--- config.mk ---
export PLATFORM = sky130hd
export DESIGN_NAME = fvsd_div
export DESIGN_NICKNAME = d
export VERILOG_FILES = /design/src/rtl/fvsd_pkg.sv /design/src/rtl/fvsd_div.sv
export SDC_FILE = /design/constraint.sdc
export NUM_CORES = 2
export LEC_CHECK = 0
export CORE_AREA = 2 2 527 529
export DETAILED_ROUTE_END_ITERATION = 8
export DIE_AREA = 0 0 529 531
export DONT_BUFFER_PORTS = 1
export HOLD_SLACK_MARGIN = 0.02
export SETUP_SLACK_MARGIN = 0.02
export SYNTH_ARGS = -nofsm -noshare
export SYNTH_HDL_FRONTEND = slang
export SYNTH_SLANG_ARGS = --single-unit
--- constraint.sdc ---
create_clock -name clk -period 4.9 [get_ports clk]
set_input_delay 0.245 -clock clk [delete_from_list [all_inputs] [get_ports clk]]
set_output_delay 0.245 -clock clk [all_outputs]
set_load 0.005 [all_outputs]
--- src/rtl/fvsd_pkg.sv ---
package fvsd_pkg;

	// default sizes
	localparam int SENSOR_BITS_DEF = 12;
	localparam int ANGLE_BITS_DEF  = 16;
	localparam int SINE_DEPTH_DEF  = 256;

	// configuration port
	localparam int CFG_W     = 16;
	localparam int CFG_IDX_W = 3;
	localparam logic [CFG_IDX_W-1:0] REG_PPAIRS     = 3'd0;
	localparam logic [CFG_IDX_W-1:0] REG_REVERSE    = 3'd1;
	localparam logic [CFG_IDX_W-1:0] REG_OFFSET     = 3'd2;
	localparam logic [CFG_IDX_W-1:0] REG_VLIMIT     = 3'd3;
	localparam logic [CFG_IDX_W-1:0] REG_SUPPLY     = 3'd4;
	localparam logic [CFG_IDX_W-1:0] REG_PERIOD     = 3'd5;

	localparam logic [6:0]  RST_PPAIRS     = 7'd7;
	localparam logic [14:0] RST_SUPPLY     = 15'd12288;
	localparam logic [15:0] RST_PERIOD     = 16'd1000;

	// datapath widths
	localparam int VW = 52;   // phase voltages, Q41 volts
	localparam int NW = 55;   // duty numerator
	localparam int XW = 31;   // divider dividend
	localparam int QW = 16;   // duty quotient

	localparam logic [15:0] SQRT3_HALF_Q16 = 16'd56756;
	localparam logic [63:0] HALF_PI_Q30    = 64'd1686629713;

	typedef struct packed {
		logic [6:0]  ppairs;
		logic        reverse;
		logic [15:0] offset;
		logic [14:0] vlimit;
		logic [14:0] supply;
		logic [15:0] period;
	} cfg_t;

	// data that rides alongside the divider
	typedef struct packed {
		logic [15:0]         angle;
		logic                sat;
		logic [2:0]          pinned;
		logic [2:0][QW-1:0]  pin_val;
	} side_t;

	// Q1.15 sine of a 32-bit turn fraction, Q30 taylor series on the folded quadrant
	function automatic logic signed [15:0] sine_from_frac(input logic [31:0] f);
		logic [1:0]  quad;
		logic [63:0] r;
		logic [63:0] x;
		logic [63:0] x2;
		logic [63:0] term;
		logic [63:0] sum;
		logic [63:0] q;
		quad = f[31:30];
		r = {34'd0, f[29:0]};
		if (quad[0]) begin
			r = 64'h4000_0000 - r;
		end
		x = (r * HALF_PI_Q30) >> 30;
		x2 = (x * x) >> 30;
		term = x;
		sum = x;
		for (int n = 1; n <= 7; n++) begin
			term = ((term * x2) >> 30) / 64'((2 * n) * (2 * n + 1));
			if (n[0]) begin
				sum = (sum >= term) ? sum - term : 64'd0;
			end else begin
				sum = sum + term;
			end
		end
		q = (sum * 64'd32768 + 64'h2000_0000) >> 30;
		if (q > 64'd32767) begin
			q = 64'd32767;
		end
		return quad[1] ? -$signed(q[15:0]) : $signed(q[15:0]);
	endfunction

endpackage

--- src/rtl/fvsd_div.sv ---
module fvsd_div (
	input  logic                           clk,
	input  logic                           arst_n,
	input  logic                           en,
	input  logic                           v_in,
	input  logic [2:0][fvsd_pkg::XW-1:0]   x_in,
	input  logic [14:0]                    supply,
	input  fvsd_pkg::side_t                side_in,
	output logic                           v_out,
	output logic [2:0][fvsd_pkg::QW-1:0]   quo_out,
	output fvsd_pkg::side_t                side_out
);
	import fvsd_pkg::*;

	localparam int STAGES = QW;

	logic [14:0] sup_eff;
	assign sup_eff = (supply == 15'd0) ? 15'd1 : supply;

	logic               v_s    [STAGES+1];
	logic [2:0][XW-1:0] rem_s  [STAGES+1];
	logic [2:0][QW-1:0] quo_s  [STAGES+1];
	side_t              side_s [STAGES+1];

	assign v_s[0] = v_in;
	assign rem_s[0] = x_in;
	assign quo_s[0] = '0;
	assign side_s[0] = side_in;

	// restoring division, one quotient bit per stage, msb first
	for (genvar k = 0; k < STAGES; k++) begin : g_stage
		localparam int B = STAGES - 1 - k;
		logic [XW-1:0]      dsh;
		logic [2:0][XW-1:0] rem_n;
		logic [2:0][QW-1:0] quo_n;

		always_comb begin
			dsh = XW'(sup_eff) << B;
			rem_n = rem_s[k];
			quo_n = quo_s[k];
			for (int l = 0; l < 3; l++) begin
				if (rem_s[k][l] >= dsh) begin
					rem_n[l] = rem_s[k][l] - dsh;
					quo_n[l][B] = 1'b1;
				end
			end
		end

		always_ff @(posedge clk or negedge arst_n) begin
			if (!arst_n) begin
				v_s[k+1] <= 1'b0;
			end else if (en) begin
				v_s[k+1] <= v_s[k];
			end
		end

		always_ff @(posedge clk) begin
			if (en) begin
				rem_s[k+1] <= rem_n;
				quo_s[k+1] <= quo_n;
				side_s[k+1] <= side_s[k];
			end
		end
	end

	assign v_out = v_s[STAGES];
	assign quo_out = quo_s[STAGES];
	assign side_out = side_s[STAGES];

endmodule

After elaboration in Yosys (flattened, before gate mapping). Cells that the tools add are included.

$add $sub $neg: 45. Order comparisons: 48. Mux-type cells: 49. Reductions and logical operators: 1.

Operators by type and width (count): two-way mux 31 bit (45); >= comparator 31 x 15 -> 1 bit (3); >= comparator 31 x 16 -> 1 bit (3); >= comparator 31 x 17 -> 1 bit (3); >= comparator 31 x 18 -> 1 bit (3); >= comparator 31 x 19 -> 1 bit (3); >= comparator 31 x 20 -> 1 bit (3); >= comparator 31 x 21 -> 1 bit (3); >= comparator 31 x 22 -> 1 bit (3); >= comparator 31 x 23 -> 1 bit (3); >= comparator 31 x 24 -> 1 bit (3); >= comparator 31 x 25 -> 1 bit (3); >= comparator 31 x 26 -> 1 bit (3); >= comparator 31 x 27 -> 1 bit (3); >= comparator 31 x 28 -> 1 bit (3); >= comparator 31 x 29 -> 1 bit (3); >= comparator 31 x 30 -> 1 bit (3); subtractor 31 x 16 -> 31 bit (3); subtractor 31 x 17 -> 31 bit (3); subtractor 31 x 18 -> 31 bit (3); subtractor 31 x 19 -> 31 bit (3); subtractor 31 x 20 -> 31 bit (3); subtractor 31 x 21 -> 31 bit (3); subtractor 31 x 22 -> 31 bit (3); other kinds (11) (29).

Flip-flop bits (word level): 2907. Bits of input ports: 180. Output and inout bits: 117. Logic and storage cells: 393.

Longest topological paths before layout.
Depth after elaboration: 4. Depth in mapped cells: 15. Gate-level depth less buffers: 13.

Worst setup path after synthesis. OpenSTA, ideal clock, no wires.

Path type: input -> register. Start point: input port supply[10]. End point: register rem_s[721] in the netlist's numbering, data pin. Library setup time: 260 ps. Arrival time: 4496 ps. Required time: 4640 ps. Setup slack: 144 ps. Stages on the path: 13. Buffers on the path: 1. Cells stage by stage: nor4_1 -> a41o_1 -> ha_1 -> inv_1 -> fa_1 -> a21o_1 -> a21oi_1 -> o21ai_0 -> a22oi_1 -> a41oi_1 -> a2111oi_0 -> clkbuf_1 -> mux2_2.

RTL lines: from (decl) (RTL line fvsd_div.sv:7) `input logic [14:0] supply,`; to (signal, indexed assignment) (RTL line fvsd_div.sv:59) `rem_s[k+1] <= rem_n;`; to (decl) (RTL line fvsd_div.sv:21) `logic [2:0][XW-1:0] rem_s [STAGES+1];`.

Worst setup path in the final report.
Start point: input port en. End point: register v_s[15] in the netlist's numbering.

RTL lines: from (decl) (RTL line fvsd_div.sv:4) `input logic en,`; to (signal, indexed assignment) (RTL line fvsd_div.sv:53) `v_s[k+1] <= v_s[k];`; to (decl) (RTL line fvsd_div.sv:20) `logic v_s [STAGES+1];`.

No word-level cell between the ends.

==> metrics.md <==
| Metric | Value |
|---|---|
| Total power | `82500 uW` |
| Critical R2R Capture | `g_stage[8].quo_n[40]` |
| Avg Cell Area, Syn | `13.5 um2` |
| Top_reg_cell synth | `edfxtp_1` |
| Crit path time final | `4.51 ns` |
| # IOs | `297` |
| Final WS setup | `0.390 ns` |
| Leak Pwr | `0.0558 uW` |
| Root buf cell | `clkbuf_16` |
| Final period utilization | `0.920` |
| Pwr/cell area | `530 mW/mm2` |
| GR Util All Layers | `0.199` |
| Placed cell areas | `0.142 mm2` |
| Register area share after synthesis | `0.637` |
| Max-Cap Viols | `1` |
| Critical path peak fanout | `246` |
| Crit path from | `en` |
| Sw Share | `0.310` |
| Core footprint | `0.275 mm2` |
| Pin count of the biggest net entering global routing | `247` |
| Port bufs | `0` |
| Vias per cell | `5.60` |
| Final Hold Vio Count | `0` |
| CTS tree | `built` |
| WL met3 | `12000 um` |
| Post-Synthesis Cells | `10100` |
| WL final | `286000 um` |
| Die Y | `531 um` |
| Final ANT Viol Nets | `0` |
| Post-Place Setup Slack | `-0.554 ns` |
| Ys async rst share | `0.00550` |
| Post-layout net count | `11700` |
| Sequential power share | `0.439` |
| Worst Max-Slew Pin Slew | `1.49 ns` |
| Met1 wire length | `124000 um` |
| Max Clk Rate | `222 MHz` |
| Worst endpoint required time | `5.65 ns` |
| Met2 wire length | `137000 um` |
| Synth Warn # | `0` |
| Clock transition at path regs | `0.06 ns` |
| Cells after DPL | `13700` |
| Failing checks | `capacitance limit, slew limit` |
| Top Layer Used | `met4` |
| DRC | `0` |
| Non-Filler Instances | `14600` |
| Die Footprint | `0.281 mm2` |
| Initial cell density of the core | `0.497` |
| GR Overflow Total | `0` |
| Row count | `193` |
| Latest clock arrival within the worst-skew pair | `0.90 ns` |
| Status | `finished, violations left` |
| Synthesized area | `0.137 mm2` |
| Share of layout cells above drive strength 1 | `0.0856` |
| Fill cell count | `21700` |
| Layout overhead on the synthesized area | `13.7%` |
| Maximum vdd ir drop | `0.000350 V` |
| Cts bufs inserted | `313` |
| Setup violators final | `0` |
| WP data arrival | `5.26 ns` |
| Multi-input gate area | `0.0476 mm2` |
| Relative max-transition margin | `-0.0191` |
| Int Pwr | `56900 uW` |
| Clock power frac | `0.280` |
| DP HPWL | `196000 um` |
| Syn_nets | `11100` |
| Post-CTS setup buffer count | `0` |
| H-tree levels | `5` |
| First-pass GRT wire length | `445000 um` |
| Net Sw Power | `25600 uW` |
| DR WL/cell | `19.6 um` |
| Final Skew | `0.0352 ns` |
| Die Wd | `529 um` |
| Utilization after layout | `0.565` |
| Hold Path Class | `in -> reg` |
| FF-to-FF path depth | `8` |
| CTS Sinks | `2907` |
| DR vias | `81600` |
| Vias in the first global route | `80900` |
| Reg2reg setup slack | `1.08 ns` |
| Seq cells post-synth | `2907` |
| R2r startpoint | `rem_s[910]` |
| Final Slew Violations | `1` |
| Setup Crit Path Kind | `in -> reg` |
| Register area | `0.0872 mm2` |
| Post-synth EDFFs | `2891` |
| Detailed Route Iter0 Violations | `6061` |
| CP endpoint | `v_s[15]` |
| Buffer depth of the longest clock path | `4` |
| DR pass1 iterations | `6` |
| RSZ-0062 raised after global routing | `false` |
| Comb power frac | `0.281` |
| Synth cell types | `98` |
| Startpoint types | `input port` |
| Initial antenna violation count | `7` |
| Routability cong. | `0.943` |
| Critical Path End Type | `flip-flop` |
| Design Area, Final | `0.156 mm2` |
## flip-flops by register name, indices dropped and copies added (netlist names)
name and flops:
side_s 1020, g_stage.quo_n 360, rem_s 1395, v_s 15, side_out 68, quo_out 48
v_out 1
## critical path: stages
cell and delay, ns:
buf_12 0.10, buf_16 0.55, buf_16 0.50, buf_16 0.72, buf_16 0.61, buf_16 0.70
mux2_2 0.43
## through the flow
stage,hold slack (ns),setup TNS [ns]
2_1_floorplan,-0.0506,0
3_3_place_gp,-0.0503,-81.50
3_5_place_dp,-0.0501,-142.39
4_1_cts,0.0486,0
5_1_grt,0.0703,0
6_report,0.0358,0
## worst min path at each step
stage          startpoint  depth (start not counted)                     to
2_1_floorplan      arst_n                          0                  v_out
3_3_place_gp       arst_n                          0                v_s[15]
3_5_place_dp       arst_n                          0                v_s[15]
4_1_cts         supply[1]                          3             rem_s[565]
5_1_grt         supply[1]                          3             rem_s[565]
6_report               en                          2  g_stage[11].quo_n[46]
## cells in the final DEF, fill, tap and decap left out, types with 180 or more instances in the layout
master	synthesis	final
edfxtp_1	2891	2891
ha_1	762	762
nand2_1	649	649
nor2_1	622	622
a21oi_1	608	607
o21ai_0	606	606
xnor2_1	411	411
xor2_1	406	406
clkbuf_16	0	319
dlygate4sd3_1	0	312
inv_1	273	259
nor3_1	250	247
a21o_1	232	232
nor4_1	184	184
mux2_2	180	180
## synthesized netlist by cell type (43+ instances only)
cell,instances,area (um2)
nand4_1,118,738
nand2_1,649,2440
nand2b_1,123,769
nand3_1,156,781
xor2_1,406,3560
a21oi_1,608,3040
edfxtp_1,2891,86800
nor3_1,250,1250
clkbuf_1,134,503
or4_1,65,488
nor2b_1,119,744
fa_1,45,901
mux2_2,180,2030
o211ai_1,47,353
or3_1,104,651
o31ai_1,66,495
a31oi_1,53,332
a211oi_1,68,510
o21ai_0,606,3030
nor4_1,184,1150
a21o_1,232,1740
nor2_1,622,2330
nor4b_1,43,377
ha_1,762,9530
buf_4,68,510
o21bai_1,57,428
o21a_1,133,998
xnor2_1,411,3600
and3_1,45,282
inv_1,273,1020
## cell type report
class	instances	area share
multi-input combinational	6716	0.306
tap	3607	0.0290
clock inverter	197	0.0132
clock buffer	372	0.0526
inverter	278	0.00692
antenna	1	0.0000161
sequential	2907	0.561
timing repair buffer	493	0.0321
## metal layers
layer / up-vias / track usage
met5: - / 0
met2: 1950 / 0.337
met3: 566 / 0.0283
li1: 40100 / -
met4: 0 / 0.0834
met1: 38900 / 0.257
## logic make-up (layout without fill, tap and decap cells)
kind of cell | count (synthesis) | in the layout | share of synthesized area
mux | 202 | 202 | 0.0164
simple gates | 2702 | 2702 | 0.101
buf+inv | 521 | 1340 | 0.0164
other cells | 0 | 1 | 0
flops | 2907 | 2907 | 0.637
fa+ha+maj | 807 | 807 | 0.0762
compound gates | 2188 | 2188 | 0.101
xor+xnor | 817 | 817 | 0.0523
## power by group through the flow
stage / logic, uW / clock network [uW] / registers, uW
finish: 23200 / 23100 / 36200
global route: 25900 / 24900 / 36600
CTS: 23000 / 23900 / 36200
detailed placement: 22600 / 0 / 36700
global placement: 22100 / 0 / 36600
floorplan: 17200 / 0 / 35400
## repair_timing
item | 4_1_cts | 5_1_grt
hold buffers | 315 | 0
hold endpoints to repair | 292 | 0
resized for setup | 0 | 0
setup endpoints to repair | 0 | 196
Note: power is estimated with default switching activity, not from simulation.
